===== src/hdst_pkg.sv =====
`default_nettype none

package hdst_pkg;

    // Default table geometry
    localparam int HDST_SLOT_COUNT    = 128;
    localparam int HDST_DURATION_BITS = 32;

    // Fibonacci hashing multiplier; the slot hash is bits 63:32 of key * HASH_MULT
    localparam logic [63:0] HASH_MULT = 64'h9E37_79B9_7F4A_7C15;

    // Request codes
    localparam logic REQ_RECORD = 1'b0;
    localparam logic REQ_CLEAR  = 1'b1;

    // One result item as it leaves the block
    typedef struct packed {
        logic        stored;
        logic [6:0]  slot_index;
        logic        first_sample;
        logic [31:0] sample_count;
        logic [63:0] sum_ticks;
        logic [31:0] least_ticks;
        logic [31:0] greatest_ticks;
        logic [31:0] drop_total;
    } t_result;

endpackage

`default_nettype wire


===== src/hdst_hash.sv =====
`default_nettype none

module hdst_hash
    import hdst_pkg::*;
#(
    parameter int SLOT_COUNT = HDST_SLOT_COUNT
) (
    input  wire logic                          i_clk,
    input  wire logic                          i_rst_n,
    input  wire logic                          i_start,
    input  wire logic [63:0]                   i_key,
    output logic                               o_done,
    output logic [$clog2(SLOT_COUNT)-1:0]      o_slot
);

    localparam int IDX_W = $clog2(SLOT_COUNT);
    localparam bit POW2  = ((SLOT_COUNT & (SLOT_COUNT - 1)) == 0);

    // Reciprocal ceil(2^(32+IDX_W) / SLOT_COUNT); bit 32 is always set
    localparam logic [63:0] RECIP =
        ((64'd1 << (32 + IDX_W)) + 64'(SLOT_COUNT) - 64'd1) / 64'(SLOT_COUNT);
    localparam logic [31:0] RECIP_LO = RECIP[31:0];
    localparam logic [31:0] DIVISOR  = 32'(SLOT_COUNT);

    typedef enum logic [3:0] {
        H_IDLE,
        H_MUL_LL,
        H_MUL_LH,
        H_MUL_HL,
        H_ADD_HL,
        H_RECIP,
        H_QUOT,
        H_BACK,
        H_REDUCE
    } t_hstate;

    t_hstate            r_state;
    logic [63:0]        r_key;
    logic [63:0]        r_prod;
    logic [31:0]        r_acc;
    logic [31:0]        r_quo;

    logic [31:0]        mul_a;
    logic [31:0]        mul_b;
    logic [63:0]        mul_p;
    logic [32:0]        quo_sum;
    logic [32:0]        quo_wide;
    logic [31:0]        rem_full;

    // One shared 32x32 multiplier, operands picked by the step
    always_comb begin
        case (r_state)
            H_MUL_LL: begin
                mul_a = r_key[31:0];
                mul_b = HASH_MULT[31:0];
            end
            H_MUL_LH: begin
                mul_a = r_key[31:0];
                mul_b = HASH_MULT[63:32];
            end
            H_RECIP: begin
                mul_a = r_acc;
                mul_b = RECIP_LO;
            end
            H_BACK: begin
                mul_a = r_quo;
                mul_b = DIVISOR;
            end
            default: begin
                mul_a = r_key[63:32];
                mul_b = HASH_MULT[31:0];
            end
        endcase
    end

    assign mul_p = {32'b0, mul_a} * {32'b0, mul_b};

    // Quotient by reciprocal: fold the implicit 2^32 term of RECIP back in as
    // the hash itself, then drop the extra IDX_W fraction bits
    assign quo_sum  = {1'b0, r_acc} + {1'b0, r_prod[63:32]};
    assign quo_wide = quo_sum >> IDX_W;

    // Remainder from the back-multiplied quotient
    assign rem_full = r_acc - r_prod[31:0];

    assign o_done = (r_state == H_REDUCE);
    assign o_slot = POW2 ? r_acc[IDX_W-1:0] : rem_full[IDX_W-1:0];

    always_ff @(posedge i_clk) begin
        if (!i_rst_n) begin
            r_state <= H_IDLE;
        end else begin
            case (r_state)
                H_IDLE: begin
                    if (i_start) begin
                        r_key   <= i_key;
                        r_state <= H_MUL_LL;
                    end
                end
                H_MUL_LL: begin
                    r_prod  <= mul_p;
                    r_state <= H_MUL_LH;
                end
                H_MUL_LH: begin
                    r_prod  <= mul_p;
                    r_acc   <= r_prod[63:32];
                    r_state <= H_MUL_HL;
                end
                H_MUL_HL: begin
                    r_prod  <= mul_p;
                    r_acc   <= r_acc + r_prod[31:0];
                    r_state <= H_ADD_HL;
                end
                H_ADD_HL: begin
                    r_acc <= r_acc + r_prod[31:0];
                    if (POW2) begin
                        r_state <= H_REDUCE;
                    end else begin
                        r_state <= H_RECIP;
                    end
                end
                H_RECIP: begin
                    r_prod  <= mul_p;
                    r_state <= H_QUOT;
                end
                H_QUOT: begin
                    r_quo   <= quo_wide[31:0];
                    r_state <= H_BACK;
                end
                H_BACK: begin
                    r_prod  <= mul_p;
                    r_state <= H_REDUCE;
                end
                H_REDUCE: begin
                    r_state <= H_IDLE;
                end
                default: begin
                    r_state <= H_IDLE;
                end
            endcase
        end
    end

endmodule

`default_nettype wire


===== config.mk =====
export PLATFORM = sky130hd
export DESIGN_NAME = hdst_hash
export DESIGN_NICKNAME = d
export VERILOG_FILES = /design/src/hdst_pkg.sv /design/src/hdst_hash.sv
export SDC_FILE = /design/constraint.sdc
export NUM_CORES = 2
export LEC_CHECK = 0
export BUFFER_PORTS_ARGS = -buffer_cell sky130_fd_sc_hd__clkbuf_2
export CAP_MARGIN = 20
export CORE_MARGIN = 2
export CORE_UTILIZATION = 50
export CTS_CLUSTER_DIAMETER = 60
export DETAILED_ROUTE_END_ITERATION = 8
export PLACE_DENSITY = 0.66
export SLEW_MARGIN = 20
export SYNTH_ARGS = -nofsm -noshare
export SYNTH_HDL_FRONTEND = slang
export SYNTH_SLANG_ARGS = --single-unit

===== constraint.sdc =====
create_clock -name i_clk -period 26.8 [get_ports i_clk]
set_input_delay 5.36 -clock i_clk [delete_from_list [all_inputs] [get_ports i_clk]]
set_output_delay 5.36 -clock i_clk [all_outputs]
set_load 0.05 [all_outputs]

After elaboration in Yosys (flattened, before gate mapping)
Cells that the tools add are included.
{"block": "classes", "add_sub_neg": 2, "mul": 1, "div": 0, "order_cmp": 0, "eq_ne": 9, "shift": 0, "mux": 5, "bitwise_logic": 0, "n_reduce_logical": 10}
{"op": "one-hot mux 32 bit (3 select lines)", "n": 2}
{"op": "multiplier 32 x 32 -> 64 bit", "n": 1}
{"op": "one-hot mux 32 bit (2 select lines)", "n": 1}
{"op": "adder 32 x 32 -> 33 bit", "n": 1}
{"op": "adder 32 bit", "n": 1}
{"op": "one-hot mux 4 bit (7 select lines)", "n": 1}
{"op": "== test 4 x 3 -> 1 bit (second input constant)", "n": 4}
{"op": "== test 4 x 2 -> 1 bit (second input constant)", "n": 2}
{"op": "AND reduction 2 bit", "n": 3}
{"op": "OR reduction 2 bit", "n": 3}
{"op": "OR reduction 5 bit", "n": 1}
{"op": "== test 4 x 1 -> 1 bit (second input constant)", "n": 1}
{"op": "== test 4 bit (second input constant)", "n": 1}
{"op": "zero test 4 bit", "n": 1}
{"op": "two-way mux 4 bit", "n": 1}
{"op": "AND reduction 3 bit", "n": 1}
{"op": "!= test 2 bit (second input constant)", "n": 1}
{"op": "nonzero test 2 bit", "n": 1}
{"block": "totals", "regBits": 190, "latch_bits": 0, "ram_bits": 0, "romBits": 0, "output_inout_bits": 8, "wordCells": 32, "memories": 0}

Longest topological paths before layout
{"block": "logic_depth", "ltp_word": 4, "ltp_mapped": 38, "depth_no_buf": 34}

Worst setup path before layout
OpenSTA, ideal clock, no wires.
{"block": "synth_path", "path_kind": "input to register", "startpoint": "in i_rst_n", "endpoint": "reg r_key[0], enable pin", "t_arrival_ps": 9929, "required_time_ps": 26236, "setup_slack_ps": 16306, "cell_stages": 2, "path_buffers": 0, "path_cell_list": "nand2b_1 > nor3_1"}
{"block": "synth_between", "elab_chain_len": 1}
{"item": "from (decl)", "line": "hdst_hash.sv:9", "text": "input wire logic i_rst_n,"}
{"item": "AND reduction 3 bit (no source line)"}
{"item": "to (signal assigned)", "line": "hdst_hash.sv:96", "text": "r_key <= i_key;"}
{"item": "to (decl)", "line": "hdst_hash.sv:38", "text": "logic [63:0] r_key;"}
Every way passes these cells.
A chain may end at the register's enable or synchronous reset.

Final worst setup path
{"block": "layout_path", "startpoint": "reg r_state[0]", "endpoint": "reg r_prod[59] (data pin)"}
{"block": "layout_between", "elab_chain_len": 4, "word_cells_on_any_way": 8, "classes_between": "1 x mul; 4 x eq/ne; 2 x mux; 1 x reduce/logical"}
{"item": "from (decl)", "line": "hdst_hash.sv:37", "text": "t_hstate r_state;"}
{"item": "from (signal assigned)", "line": "hdst_hash.sv:91", "text": "r_state <= H_IDLE;"}
{"item": "from (signal assigned)", "line": "hdst_hash.sv:97", "text": "r_state <= H_MUL_LL;"}
{"item": "from (signal assigned)", "line": "hdst_hash.sv:102", "text": "r_state <= H_MUL_LH;"}
{"item": "== test 4 x 2 -> 1 bit / == test 4 x 1 -> 1 bit (equally long branches)", "line": "hdst_hash.sv:52", "text": "case (r_state)"}
{"item": "OR reduction 2 bit (no source line)"}
{"item": "one-hot mux 32 bit (3 select lines)", "line": "hdst_hash.sv:52"}
{"item": "multiplier 32 x 32 -> 64 bit (*)", "line": "hdst_hash.sv:76", "text": "assign mul_p = {32'b0, mul_a} * {32'b0, mul_b};"}
{"item": "via mul_p[59]", "line": "hdst_hash.sv:45", "text": "logic [63:0] mul_p;"}
{"item": "to (signal assigned)", "line": "hdst_hash.sv:101", "text": "r_prod <= mul_p;"}
{"item": "to (signal assigned)", "line": "hdst_hash.sv:105", "text": "r_prod <= mul_p;"}
{"item": "to (signal assigned)", "line": "hdst_hash.sv:110", "text": "r_prod <= mul_p;"}
{"item": "to (decl)", "line": "hdst_hash.sv:39", "text": "logic [63:0] r_prod;"}
Mark *: on every way through the listed nets, which the timed path passes. The rest lies on a longest branch.

==> results <==
- The flow ran to the end, and the final reports show no timing, DRC or antenna violations.
- Across all hold checks on the routed design, the worst slack comes to 0.5807 ns.
- The die outline area is 73420 sq um.
- The pre-antenna-repair detailed-routing pass consisted of 5 iterations.
- The placed wire-length estimate is 92700 microns.
- The type of element launching the critical path is a flip-flop.
- The number of distinct standard cells referenced by the synthesized netlist is 79.
- STA classifies the critical path endpoint as a flip-flop.
- The fraction of post-synthesis cell area in the top cell type by area is 37.70%.
- The final-layout setup total negative slack is 0 ns.
- The total of flip-flops plus latches after synthesis is 190.
- The total of hold buffers inserted after clock tree synthesis is 0.
- The vias per cell is 5.536.
- The smallest clock period supported by the final layout is computed as 10.51 ns.
- The number of ports placed on the die boundary is 75.
- Measured along the y axis, the die boundary spans 271.0 microns.
- The repair_antennas step left the layout with diodes totalling 0.
- Data arrives at the worst endpoint at 10.71 ns.
- The met1 layer wirelength in the final routing is 43410 microns.
- The number of max-slew violations in the final report is 0.
- The cell taking the most area after synthesis is sky130_fd_sc_hd__fa_1.
- Timing would allow up to 95.11 MHz.
- The clock transition at the registers of the reported paths is 0.08 ns.
- Cells with a size suffix above 1 make up 5.493% of the layout.
- The global-route wire length before repair is 161900 microns.
- The detail route stage leaves a number of antenna-violating nets equal to 0.
- The leading cell type by number of instances after synthesis is sky130_fd_sc_hd__inv_1.
- For this configuration, the core starts out at a cell density of 50.71%.
- The number of hold-slack violations in the final timing report is 0.
- Max-cap violations in this run came to 0.
- The overall die width is 271.0 microns.
- In this run the top signal layer used is met5.
- The number of setup buffers added after CTS is 0.
- The final worst clock skew is 0.01708 ns.
- The slowest cell on the critical path is sky130_fd_sc_hd__a222oi_1.
- The largest net degree at the start of global routing is 65.
- The core footprint is 70270 sq um.
- Counting along the longest clock path gives a buffer depth of 2.
- The number of buffers created by CTS is 17.
- The clock insertion delay at the later pin of the skew report is 0.46 ns.
- Detailed routing placed a total of 8233 microns of wire on met3.
- After floorplanning, the core was divided into 97 placement rows.
- The global placement routability congestion is 1.001.
- The area growth from synthesis to layout is 5.734%.
- In this run the mean area of a mapped cell was 10.23 sq um.
- The cell count after synthesis came out at 3482.
- The TritonCTS clock tree is yes.
- The number of global-route vias before repair is 26090.
- The data required time at the worst endpoint is 27.00 ns.
- Clock tree synthesis found a total of 190 sinks.
- The DRC violation count after routing is 0.
- The largest single stage delay on the critical path is 0.95 ns.
- The fraction of registers with async set or reset after synthesis is 0%.
- The worst setup path is of the flip-flop to flip-flop kind.
- The final critical-path share of the clock period is 39.23%.
- In the synthesized netlist, the cells that appear most often are sky130_fd_sc_hd__inv_1, sky130_fd_sc_hd__fa_1, sky130_fd_sc_hd__ha_1.
- CTS placed an instance of sky130_fd_sc_hd__clkbuf_16 at the clock tree root.
- Wire segments on met2 add up to 49250 microns in the final route.
- The path class of the tightest hold or removal check is flip-flop to flip-flop.
- Buffers placed on the I/O ports in this run total 74.
- The portion of the post-synthesis area used by sequential elements is 15.90%.
- Dividing the detail-routed wire length by the instance count gives 23.81 microns.
- The worst pin sits at a relative slew slack of 21.49%.
- Summed over all layers, the routed wires come to 106500 microns.
- The total via count in the routed design is 24760.
- The detailed router finished its first iteration with 2124 violations.
- Setup repair after global routing left no endpoint under its margin.
- The post-synthesis instance area is 35630 sq um.
- The remaining global-route overflow is 0.
- During synthesis, Yosys emitted a total of 0 warnings.
- The fill cell instance count of the final layout is 6317.
- The number of cells upsized or downsized after cts is 0.
- Sorting the synthesized cells by area gives the leading types as sky130_fd_sc_hd__fa_1, sky130_fd_sc_hd__ha_1, sky130_fd_sc_hd__edfxtp_1.
- The number of antenna violations at the first check in global routing is 1.
- The highest net fanout along the worst path is 57.
- Counting flops with a built-in enable in the synthesized netlist gives 186.
- The count of endpoints failing setup in the final report is 0.
- Among all flip-flop cells after synthesis, the most frequent one is sky130_fd_sc_hd__edfxtp_1.
- The number of H-tree levels is 4.
- The global-route total usage across every layer is 29.94%.
- The worst-margin pin slew is 1.173 ns.
- The number of nets in the layout is 4728.
## per-layer routing
metal | up-vias | GRT usage (%)
li1 | 11090 | -
met1 | 12380 | 40.23
met2 | 1046 | 47.69
met3 | 241 | 5.112
met4 | 2 | 13.46
met5 | - | 0
## placed cells by master, fill, tap and decap left out, types with 10 or more instances in the layout
cell type	n
sky130_fd_sc_hd__inv_1	895
sky130_fd_sc_hd__fa_1	671
sky130_fd_sc_hd__ha_1	470
sky130_fd_sc_hd__nand2_1	214
sky130_fd_sc_hd__edfxtp_1	186
sky130_fd_sc_hd__a21oi_1	166
sky130_fd_sc_hd__nor2_1	130
sky130_fd_sc_hd__o21ai_0	94
sky130_fd_sc_hd__clkbuf_2	74
sky130_fd_sc_hd__xnor2_1	71
sky130_fd_sc_hd__a21o_1	70
sky130_fd_sc_hd__xor2_1	50
sky130_fd_sc_hd__nand3_1	32
sky130_fd_sc_hd__buf_4	31
sky130_fd_sc_hd__nand2b_1	21
sky130_fd_sc_hd__nand4_1	19
sky130_fd_sc_hd__o21ai_1	18
sky130_fd_sc_hd__a211oi_1	18
sky130_fd_sc_hd__o21a_1	18
sky130_fd_sc_hd__o21bai_1	18
sky130_fd_sc_hd__mux2_2	17
sky130_fd_sc_hd__a31oi_1	17
sky130_fd_sc_hd__nor3_1	17
sky130_fd_sc_hd__clkbuf_16	17
sky130_fd_sc_hd__and3_1	16
sky130_fd_sc_hd__or2_2	14
sky130_fd_sc_hd__mux2i_1	12
sky130_fd_sc_hd__nor2b_1	10
## final timing paths
path,from,to,slack [ns],depth (start not counted)
max,r_state[0],r_prod[59],16.29,31
min,r_prod[37],r_acc[5],0.58,2
max reg2reg,r_state[0],r_prod[59],16.29,31
min reg2reg,r_prod[37],r_acc[5],0.58,2
## critical path, delay by kind of cell, from the launching register on
| kind | cells | cell delay (ns) |
|---|---|---|
| adder cells (fa/ha/maj) | 9 | 3.97 |
| AO/OA/AOI/OAI | 7 | 2.60 |
| AND/OR/NAND/NOR | 6 | 1.30 |
| buffers and inverters | 7 | 1.26 |
| flip-flops | 1 | 0.64 |
| XOR/XNOR | 2 | 0.39 |
## stage by stage
| step | util, % | std cells | setup WS [ns] | area (sq um) |
|---|---|---|---|---|
| after detailed placement | 52.79 | 4441 | 16.44 | 37090 |
| after global placement | 52.78 | 4441 | 16.54 | 37090 |
| final | 53.62 | 4472 | 16.29 | 37680 |
| after CTS | 53.62 | 4472 | 16.42 | 37680 |
| after floorplan | - | 3489 | 16.31 | 35660 |
| after global routing | 53.62 | 4472 | 15.88 | 37680 |
## logic make-up after synthesis
family	Yosys count	share of synthesized area [%]
compound gates	509	9.242
xor+xnor	121	2.974
fa+ha+maj	1141	54.20
buf+inv	991	10.57
flops	190	15.90
mux	29	0.8743
other cells	1	0.01052
simple gates	500	6.233
## sequential cells by signal, indices dropped and copies added (netlist names)
name / flops
r_state: 4
r_prod: 64
r_acc: 32
r_key: 64
r_quo: 26
## final cells by class
type	count	area [sq um]	share of cell area, %
Inverter	898	3371	8.947
Clock inverter	14	156.4	0.4151
Clock buffer	17	425.4	1.129
Timing Repair Buffer	105	603.1	1.601
Sequential cell	190	5667	15.04
Tap cell	940	1176	3.122
Multi-Input combinational cell	2308	26280	69.75
Power is left out: the tool's default activity adds up to more than one toggle a clock period on the data nets, which glitch-free logic cannot reach.
